`src/hw/rtl/pstf_pkg.sv`:
```
package pstf_pkg;

    localparam int CMD_W    = 3;
    localparam int INDEX_W  = 12;
    localparam int VALUE_W  = 4;
    localparam int STATUS_W = 2;
    localparam int READ_W   = 4;
    localparam int FP_W     = 32;
    localparam int ECNT_W   = 11;
    localparam int FCNT_W   = 13;
    localparam int CFG_IW   = 1;
    localparam int CFG_DW   = 13;

    localparam logic [CMD_W-1:0] CMD_RD_STATE   = 3'd0;
    localparam logic [CMD_W-1:0] CMD_WR_STATE   = 3'd1;
    localparam logic [CMD_W-1:0] CMD_RD_FLAG    = 3'd2;
    localparam logic [CMD_W-1:0] CMD_WR_FLAG    = 3'd3;
    localparam logic [CMD_W-1:0] CMD_FINGERPRINT = 3'd4;
    localparam logic [CMD_W-1:0] CMD_CLEAR      = 3'd5;

    localparam logic [STATUS_W-1:0] ST_OK        = 2'd0;
    localparam logic [STATUS_W-1:0] ST_BAD_INDEX = 2'd1;
    localparam logic [STATUS_W-1:0] ST_BAD_VALUE = 2'd2;

    localparam logic [CFG_IW-1:0] CFG_ENTRY_COUNT = 1'd0;
    localparam logic [CFG_IW-1:0] CFG_FLAG_COUNT  = 1'd1;

    localparam logic [ECNT_W-1:0] ENTRY_COUNT_RST = 11'd1024;
    localparam logic [FCNT_W-1:0] FLAG_COUNT_RST  = 13'd4096;

    localparam logic [FP_W-1:0] FNV_BASIS = 32'd2166136261;
    localparam logic [FP_W-1:0] FNV_PRIME = 32'd16777619;

    typedef struct packed {
        logic [CMD_W-1:0]   command;
        logic [INDEX_W-1:0] index;
        logic [VALUE_W-1:0] value;
    } t_in;

    typedef struct packed {
        logic [STATUS_W-1:0] status;
        logic [READ_W-1:0]   read_value;
        logic [FP_W-1:0]     fingerprint;
    } t_out;

    typedef struct packed {
        logic start;
        logic step;
    } t_fnv_ctl;

endpackage

```
`src/hw/rtl/pstf_fnv.sv`:
```
module pstf_fnv (
    input  logic              i_clk,
    input  pstf_pkg::t_fnv_ctl i_ctl,
    input  logic [7:0]        i_byte,
    output logic [31:0]       o_hash
);

    import pstf_pkg::*;

    logic [FP_W-1:0] r_h;
    logic [FP_W-1:0] n_h;
    logic [FP_W-1:0] mix;
    logic [FP_W-1:0] prod;

    // one fnv-1a round: xor the byte in, keep the low word of the product
    always_comb begin
        mix  = r_h ^ {24'd0, i_byte};
        prod = mix * FNV_PRIME;
        n_h  = r_h;
        if (i_ctl.start) begin
            n_h = FNV_BASIS;
        end else if (i_ctl.step) begin
            n_h = prod;
        end
    end

    always_ff @(posedge i_clk) begin
        r_h <= n_h;
    end

    assign o_hash = r_h;

endmodule

```
`config.mk`:
```
export PLATFORM = sky130hd
export DESIGN_NAME = pstf_fnv
export DESIGN_NICKNAME = d
export VERILOG_FILES = /design/src/hw/rtl/pstf_pkg.sv /design/src/hw/rtl/pstf_fnv.sv
export SDC_FILE = /design/constraint.sdc
export NUM_CORES = 1
export LEC_CHECK = 0
export BUFFER_PORTS_ARGS = -buffer_cell sky130_fd_sc_hd__buf_2
export CORE_MARGIN = 4
export CORE_UTILIZATION = 35
export DETAILED_ROUTE_END_ITERATION = 10
export GPL_TIMING_DRIVEN = 0
export HOLD_SLACK_MARGIN = 0.05
export MAX_ROUTING_LAYER = met4
export PLACE_DENSITY = 0.51
export SYNTH_ARGS = -nofsm -noshare
export SYNTH_HDL_FRONTEND = slang
export SYNTH_SLANG_ARGS = --single-unit
```
`constraint.sdc`:
```
create_clock -name i_clk -period 5.9 [get_ports i_clk]
set_input_delay 1.18 -clock i_clk [delete_from_list [all_inputs] [get_ports i_clk]]
set_output_delay 1.18 -clock i_clk [all_outputs]
set_load 0.05 [all_outputs]
```
==> key figures, run 1 <==
Clock tree
  – Root buf cell: clkbuf_16
  – Longest Clk Path Bufs: 2
  – H-tree levels: 2
  – CTS Buf Count: 5
  – CTS tree: done
  – Clk sink count: 32
  – Reg clk slew, reported paths: 0.05 ns
  – Worst skew pair latency: 0.28 ns

Synthesis
  – Asr flop ratio synth: 0%
  – Synth cell types: 52
  – Seq/Total Area, Yosys: 9.194%
  – Top cell type's share of synthesized area: 33.04%
  – Dominant synthesized flop cell: dfxtp_1
  – Synth Area per Inst: 9.378 um2
  – Post-synth EDFFs: 0
  – Top post-synthesis cells by area: ha_1, fa_1, dfxtp_1
  – Synth Net Count: 1012
  – Flops & latches, synth: 32
  – Area leader, netlist: ha_1
  – Cells after synthesis: 743
  – Synthesized area: 6968 um2
  – Synth warn: 0

Finish
  – Largest register FFs: 32
  – Multi-input gate area: 6048 um2
  – Share of cells above drive strength 1: 19.76%
  – Register area: 640.6 um2
  – Layout Nets: 1088
  – Fillers: 1960
  – P&R area growth vs syn: 21.40%

Floorplanning
  – Number of cell rows: 51
  – Die width: 149.1 um
  – Height of the die: 149.1 um
  – Die area: 22230 um2
  – I/O pins: 43
  – Core box area: 19530 um2
  – Initial core utilization: 35.68%

GRT
  – Vias in the first global route: 5291
  – Total congestion overflow: 0
  – First-pass GRT wire length: 28460 um
  – Largest net degree at the start of global routing: 11
  – Antenna violations before repair: 1
  – GRT Total Usage: 16.93%

Critical path
  – CP endpoint kind: register
  – CP max FO: 4
  – Crit path kind: primary input to register
  – WP data arrival: 5.91 ns
  – Worst endpoint required time: 6.07 ns
  – Reg-to-reg endpoint: o_hash[29]
  – R2R Path Start: o_hash[16]
  – CP Launch Point: i_byte[2]
  – Worst Setup Start Kind: primary input
  – Crit path capture: o_hash[19]
  – Worst r2r path cells: 19
  – R2R setup slack: 0.54 ns

Route
  – DRT iter0 DRCs: 256
  – # DRC: 0
  – Final WL: 17460 um
  – Final ANT Viol Nets: 0
  – Vias per cell: 4.716
  – Routed via count: 5122
  – Routed WL per cell: 16.08 um
  – Initial DRT Pass Iterations: 5

Timing
  – Max Clk Rate: 174.1 MHz
  – Final min period: 5.745 ns
  – Final total negative setup slack: 0 ns
  – Max-slew violations: 0
  – Final Hold Viols: 0
  – Max_slew headroom: 43.43%
  – Period utilization: 97.37%
  – Final worst slack: 0.1552 ns
  – Worst Tran Pin Value: 0.8485 ns
  – Clock Skews: 0.007611 ns
  – Setup violators final: 0

Worst hold path
  – Hold Path Class: register to register

Placed design
  – I/O Buffers: 41
  – Dpl hpwl: 14050 um
  – Final GP Congestion: 0.7937
  – Setup WS pre-CTS: -0.9629 ns

Job
  – Max_cap viols: 0

Outcome
  – Outcome: finished clean
-- repair_timing --
action	CTS	global route
pin swaps	6	25
setup endpoints to repair	18	14
hold buffers	0	0
resized for setup	36	48
setup buffers	13	15
-- synth_stat cells (all sizes together) (3+ instances only) --
cell type	count
ha	184
inv	166
fa	74
dfxtp	32
nor2	29
buf	26
xor2	25
nand2	24
a21oi	23
o21ai	23
xnor2	20
a21o	14
mux2i	13
a211oi	10
nor3	8
clkbuf	7
nand3	7
o21a	7
o211ai	6
a211o	4
and3	4
and2	3
-- through the flow --
stage	utilization, %	hold slack, ns	cells	cell area (um2)
after floorplan	-	0.4914	743	6968
after global placement	38.43	0.5357	1049	7505
after detailed placement	38.43	0.5371	1049	7505
after CTS	41.23	0.5903	1070	8050
after global routing	43.32	0.6327	1086	8459
final	43.32	0.5890	1086	8459
-- layout make-up --
type | count | area share, %
timing repair buffer | 69 | 5.236
multi-input combinational | 510 | 71.50
clock inverter | 2 | 0.1183
clock buffer | 6 | 1.642
antenna | 1 | 0.02958
inverter | 168 | 7.455
tap | 265 | 3.920
sequential | 32 | 7.573
buffer | 33 | 2.529
-- worst min-delay path by stage --
stage / from / endpoint / depth (start not counted)
global placement: o_hash[5] / o_hash[5] / 2
detailed placement: o_hash[5] / o_hash[5] / 2
global route: o_hash[29] / o_hash[29] / 2
CTS: o_hash[29] / o_hash[29] / 2
floorplan: o_hash[26] / o_hash[26] / 2
finish: o_hash[29] / o_hash[29] / 2
-- logic make-up (layout without fill, tap and decap cells) --
family,after synthesis,after routing,synth area share [%]
muxes,13,13,1.867
xor gates and xnor gates,46,46,5.980
buffers and inverters,201,278,12.12
DFF,32,32,9.194
AOI/OAI and AO/OA,108,108,10.95
and+or+nand+nor,85,85,5.584
other,0,1,0
adders and majority gates,258,258,54.30
-- critical path: stages --
cell and delay (ns):
buf_4 0.13, xor2_4 0.21, buf_6 0.13, xor2_2 0.13
ha_2 0.30, fa_2 0.57, ha_2 0.18, fa_1 0.39
ha_1 0.29, inv_1 0.05, fa_1 0.51, inv_1 0.08
ha_4 0.17, a21o_1 0.17, a31o_2 0.23, a221o_1 0.36
a21o_1 0.22, a21oi_2 0.13, xor2_1 0.21, nor2_1 0.06
a211o_1 0.21
-- placed cells by master, fill, tap and decap left out, drive strengths merged, types with 7 or more instances in the layout --
cell / instances
o21a: 7
xor2: 25
nand3: 7
xnor2: 20
inv: 166
a21o: 14
mux2i: 13
o21ai: 23
dfxtp: 32
nor3: 8
ha: 184
nand2: 24
clkbuf: 14
a211oi: 10
nor2: 29
a21oi: 23
fa: 74
buf: 94
-- routing by layer --
layer	track usage, %	vias up	routed length (um)
met5	-	-	0
met3	1.975	21	583
li1	-	2574	-
met2	27.63	66	8391
met4	4.622	0	357
met1	22.39	2461	8131
Power of run 1 is not shown: default switching activity piles up to over one toggle a cycle in this logic, so the estimate is an artifact.
==> inputs of run 2 (changes only) <==
CORE_ASPECT_RATIO = 0.8   (was default)
==> run 2 against run 1 <==
Sequential cell count unchanged. Sequential share of layout area hardly changed. Count of clock-buffer cells in the layout up 1. Critical path depth is the same. Register-to-register slack better by 0.03 ns. Global-route usage decreased by 0.69 points. Cell area rose by 0.21%. Critical path type unchanged. Worst setup slack worse by 0.056 ns. Via count shrank 1.8%.
==> key figures, run 2 (synthesis results as in run 1) <==
Outcome
  – Outcome: finished clean

Timing
  – Max_slew headroom: 44.49%
  – Final total negative setup slack: 0 ns
  – Worst Tran Pin Value: 0.8327 ns
  – Final worst slack: 0.09927 ns
  – Max-slew violations: 0
  – Max Clk Rate: 172.4 MHz
  – Final Hold Viols: 0
  – Period utilization: 98.32%
  – Clock Skews: 0.007255 ns
  – Setup violators final: 0
  – Final min period: 5.801 ns

Finish
  – Most frequent cells in the layout: inv_1, ha_1, fa_1
  – Largest register FFs: 32
  – Share of cells above drive strength 1: 19.66%
  – Layout Nets: 1082
  – Register area: 640.6 um2
  – ANT cells: 0
  – P&R area growth vs syn: 21.66%
  – Final Util: 44.02%
  – Final std cells w/o fill: 1072
  – Multi-input gate area: 6093 um2
  – Fillers: 1874

Worst hold path
  – Worst hold path startpoint: o_hash[29]
  – Worst hold stages: 2
  – Hold path endpoint: o_hash[29]
  – Hold Path Class: register to register

Critical path
  – Reg-to-reg endpoint: o_hash[31]
  – Worst Setup Start Kind: primary input
  – CP Launch Point: i_byte[2]
  – Worst r2r path cells: 19
  – R2R setup slack: 0.57 ns
  – R2R Path Start: o_hash[3]
  – WP data arrival: 5.95 ns
  – Worst endpoint required time: 6.05 ns
  – Crit path kind: primary input to register
  – CP endpoint kind: register
  – CP max FO: 4

Clock tree
  – Clk sink count: 32
  – CTS tree: done
  – Reg clk slew, reported paths: 0.05 ns
  – Hold-fix buffers, CTS: 0
  – H-tree levels: 2
  – Root buf cell: clkbuf_16
  – Longest Clk Path Bufs: 2
  – CTS Buf Count: 5
  – Worst skew pair latency: 0.28 ns

Floorplanning
  – Height of the die: 134.2 um
  – Core box area: 19260 um2
  – Die width: 165.8 um
  – I/O pins: 43
  – Die area: 22240 um2
  – Number of cell rows: 45
  – Initial core utilization: 36.19%

GRT
  – Antenna violations before repair: 0
  – GRT Total Usage: 16.24%
  – Total congestion overflow: 0
  – Largest net degree at the start of global routing: 11
  – Vias in the first global route: 5219
  – First-pass GRT wire length: 28170 um

Route
  – Vias per cell: 4.694
  – DRT iter0 DRCs: 175
  – Final ANT Viol Nets: 0
  – Routed via count: 5032
  – Initial DRT Pass Iterations: 4
  – # DRC: 0
  – Final WL: 17220 um
  – Routed WL per cell: 16.06 um

Job
  – Max_cap viols: 0

Placed design
  – Dpl hpwl: 13910 um
  – Dpl cells: 1042
  – Final GP Congestion: 0.8065
  – Setup WS pre-CTS: -0.8905 ns
  – I/O Buffers: 41
-- run 2: cell types whose count changed in the layout (fill, tap and decap cells not counted), sizes merged --
cell,change
buf,-6
clkinv,-2
bufinv,+1
clkbuf,+1
diode,-1
-- run 2: critical path, cell delays in order --
cell      delay [ns]
clkbuf_4        0.15
xor2_4          0.19
buf_6           0.16
and2_4          0.17
ha_4            0.21
fa_1            0.55
ha_2            0.18
fa_1            0.43
ha_1            0.28
inv_1           0.04
fa_1            0.50
inv_2           0.05
ha_4            0.25
a21o_1          0.20
a31o_2          0.23
a221o_2         0.38
nand2_2         0.11
a21oi_2         0.07
a41o_1          0.29
o21ai_0         0.20
o211ai_1        0.12
-- run 2: worst max-delay path by stage --
stage / end
6_report: o_hash[31]
5_1_grt: o_hash[26]
4_1_cts: o_hash[19]
3_5_place_dp: o_hash[19]
3_3_place_gp: o_hash[29]
2_1_floorplan: o_hash[19]
-- run 2: what timing repair did --
item | in CTS | in global routing
pin swaps | 8 | 26
endpoints found under the setup margin | 17 | 15
setup buffers | 10 | 12
endpoints found under the hold margin | 0 | 0
gates resized for setup | 48 | 49
gates cloned | 0 | 0
-- run 2: final cells by class --
class	instances	share of cell area [%]
sequential	32	7.557
inverter	168	7.439
clock inverter	1	0.3542
clock buffer	7	1.801
timing repair buffer	63	4.635
tap	258	3.808
buffer	33	2.524
multi-input combinational	510	71.88
-- run 2: metal layers --
| layer | part of all wire [%] | track usage (%) | wire, um | vias to the layer above |
|---|---|---|---|---|
| li1 | - | - | - | 2570 |
| met1 | 52 | 23.70 | 8873 | 2384 |
| met2 | 44 | 25.07 | 7659 | 70 |
| met4 | 0.71 | 2.290 | 123 | 0 |
| met3 | 3.3 | 1.621 | 564 | 8 |
| met5 | 0 | - | 0 | - |
-- run 2: stage by stage --
stage / hold slack, ns / area [um2]
2_1_floorplan: 0.4914 / 6968
4_1_cts: 0.5616 / 8145
3_3_place_gp: 0.5410 / 7496
3_5_place_dp: 0.5502 / 7496
6_report: 0.5554 / 8477
5_1_grt: 0.5909 / 8477
Power of run 2 is left out for the same reason.
==> inputs of run 3 (changes only) <==
CORE_UTILIZATION = 51   (was 35)
PLACE_DENSITY = 0.69   (was 0.51)
==> run 3 against run 2 <==
Non-clock buffer count rose by 6. Clock skew barely moved. Fmax barely moved. Worst setup slack got worse by 0.0019 ns. Worst hold slack improved by 0.059 ns. Final cell count fell by 7.2%. Die area fell by 30%. Global-route usage rose by 7.3 points. Cell area fell by 0.27%. Critical path depth fell by 1. First-iteration DRC count rose by 61%. Critical path type unchanged.
==> key figures, run 3 (synthesis results as in run 1) <==
Floorplanning
  – Die width: 138.7 um
  – Initial core utilization: 53.18%
  – I/O pins: 43
  – Die area: 15610 um2
  – Height of the die: 112.5 um
  – Number of cell rows: 37
  – Core box area: 13100 um2

GRT
  – Antenna violations before repair: 0
  – GRT Total Usage: 23.55%
  – First-pass GRT wire length: 28920 um
  – GR Util met2: 40.83%
  – Met1 Use GR: 28.73%
  – Global route hottest layer: met2
  – GR met3 Demand/Resource: 2.981%
  – Vias in the first global route: 5841
  – Largest net degree at the start of global routing: 11
  – Total congestion overflow: 0

Outcome
  – Outcome: finished clean

Finish
  – Largest register FFs: 32
  – Most frequent cells in the layout: inv_1, ha_1, fa_1
  – Share of cells above drive strength 1: 21.00%
  – Commonest non-fill, non-tap cell in the layout: inv_1
  – Final Instance Area: 8454 um2
  – P&R area growth vs syn: 21.33%
  – Fillers: 1007
  – Layout Nets: 1088

Critical path
  – R2R setup slack: 0.51 ns
  – Worst r2r path cells: 19
  – Worst Setup Start Kind: primary input
  – Crit path kind: primary input to register
  – CP Launch Point: i_byte[6]
  – Reg-to-reg endpoint: o_hash[19]
  – Crit path capture: o_hash[19]
  – Slowest CP cell: fa_1
  – CP max FO: 6
  – Crit-path max cell delay: 0.47 ns
  – CP endpoint kind: register
  – R2R Path Start: o_hash[6]
  – Crit-path cells: buf_4, xor2_4, ha_4, ha_1, fa_1, ha_1, fa_1, ha_1, inv_1, fa_1, inv_1, ha_4, and3_1, a31o_2, a221o_2, a21o_1, a21oi_2, xor2_1, nor2_1, a211o_1
  – WP data arrival: 5.97 ns
  – Worst endpoint required time: 6.07 ns

Placed design
  – Final GP Congestion: 0.9056
  – Dpl cell area: 7392 um2
  – I/O Buffers: 41
  – Dpl hpwl: 13730 um

Route
  – Final ANT Viol Nets: 0
  – Final WL: 18350 um
  – Initial DRT Pass Iterations: 4
  – Routed via count: 5451
  – Vias per cell: 5.478
  – DRT iter0 DRCs: 281
  – Routed WL per cell: 18.44 um
  – # DRC: 0

Timing
  – Period utilization: 98.35%
  – Max Clk Rate: 172.3 MHz
  – Final Hold Viols: 0
  – Setup violators final: 0
  – Clock Skews: 0.006759 ns
  – Worst Tran Pin Value: 0.9213 ns
  – Final min period: 5.803 ns
  – Max-slew violations: 0
  – Max_slew headroom: 38.58%

Clock tree
  – Worst skew pair latency: 0.28 ns
  – Root buf cell: clkbuf_16
  – Longest Clk Path Bufs: 2
  – H-tree levels: 2
  – CTS Buf Count: 5
  – Reg clk slew, reported paths: 0.05 ns
  – Clk sink count: 32
  – CTS tree: done

Job
  – Max_cap viols: 0

Worst hold path
  – Hold Path Class: register to register
==> run 3: repair_timing <==
item | in CTS | in global routing
endpoints found under the setup margin | 16 | 15
endpoints found under the hold margin | 0 | 0
pin swaps | 8 | 43
buffers inserted | 13 | 16
hold buffers | 0 | 0
gates cloned | 0 | 0
resized for setup | 48 | 61
==> run 3: critical path, delay by kind of cell <==
family	cells	cell delay, ns
fa+ha+maj	8	2.65
compound gates	5	1.18
xor+xnor	2	0.43
buf+inv	3	0.26
simple gates	2	0.24
==> run 3: cell type report <==
class / instances / area [um2] / share of cell area (%)
Clock buffer: 7 / 152.6 / 1.806
Timing Repair Buffer: 69 / 449.2 / 5.313
Buffer: 33 / 214.0 / 2.531
Tap cell: 175 / 219.0 / 2.590
Multi-Input combinational cell: 510 / 6146 / 72.69
Antenna cell: 1 / 2.502 / 0.02960
Sequential cell: 32 / 640.6 / 7.577
Inverter: 168 / 630.6 / 7.459
==> run 3: how the worst min path moves through the flow <==
stage | to | from | cells after the start | slack [ns]
finish | o_hash[28] | o_hash[28] | 2 | 0.61
global route | o_hash[26] | o_hash[26] | 2 | 0.64
CTS | o_hash[29] | o_hash[29] | 2 | 0.60
detailed placement | o_hash[1] | o_hash[1] | 2 | 0.54
global placement | o_hash[1] | o_hash[1] | 2 | 0.53
floorplan | o_hash[26] | o_hash[26] | 2 | 0.49
==> run 3: per-stage QoR <==
step	setup TNS [ns]	instances	hold WS [ns]	worst slack [ns]	utilization [%]
final	0	995	0.6142	0.09733	64.53
after global routing	-0.2319	994	0.6387	-0.08565	64.51
after CTS	0	979	0.6028	0.01003	61.00
after detailed placement	-9.236	959	0.5410	-0.7315	56.42
after global placement	-8.844	959	0.5338	-0.7370	56.42
after floorplan	0	743	0.4914	0.05374	-
==> run 3: per-layer routing <==
| metal | routed length, um | part of all wire, % | vias up |
|---|---|---|---|
| met2 | 8698 | 47 | 148 |
| li1 | - | - | 2580 |
| met3 | 693 | 3.8 | 59 |
| met5 | 0 | 0 | - |
| met1 | 8198 | 45 | 2664 |
| met4 | 758 | 4.1 | 0 |
Power of run 3 is left out for the same reason.
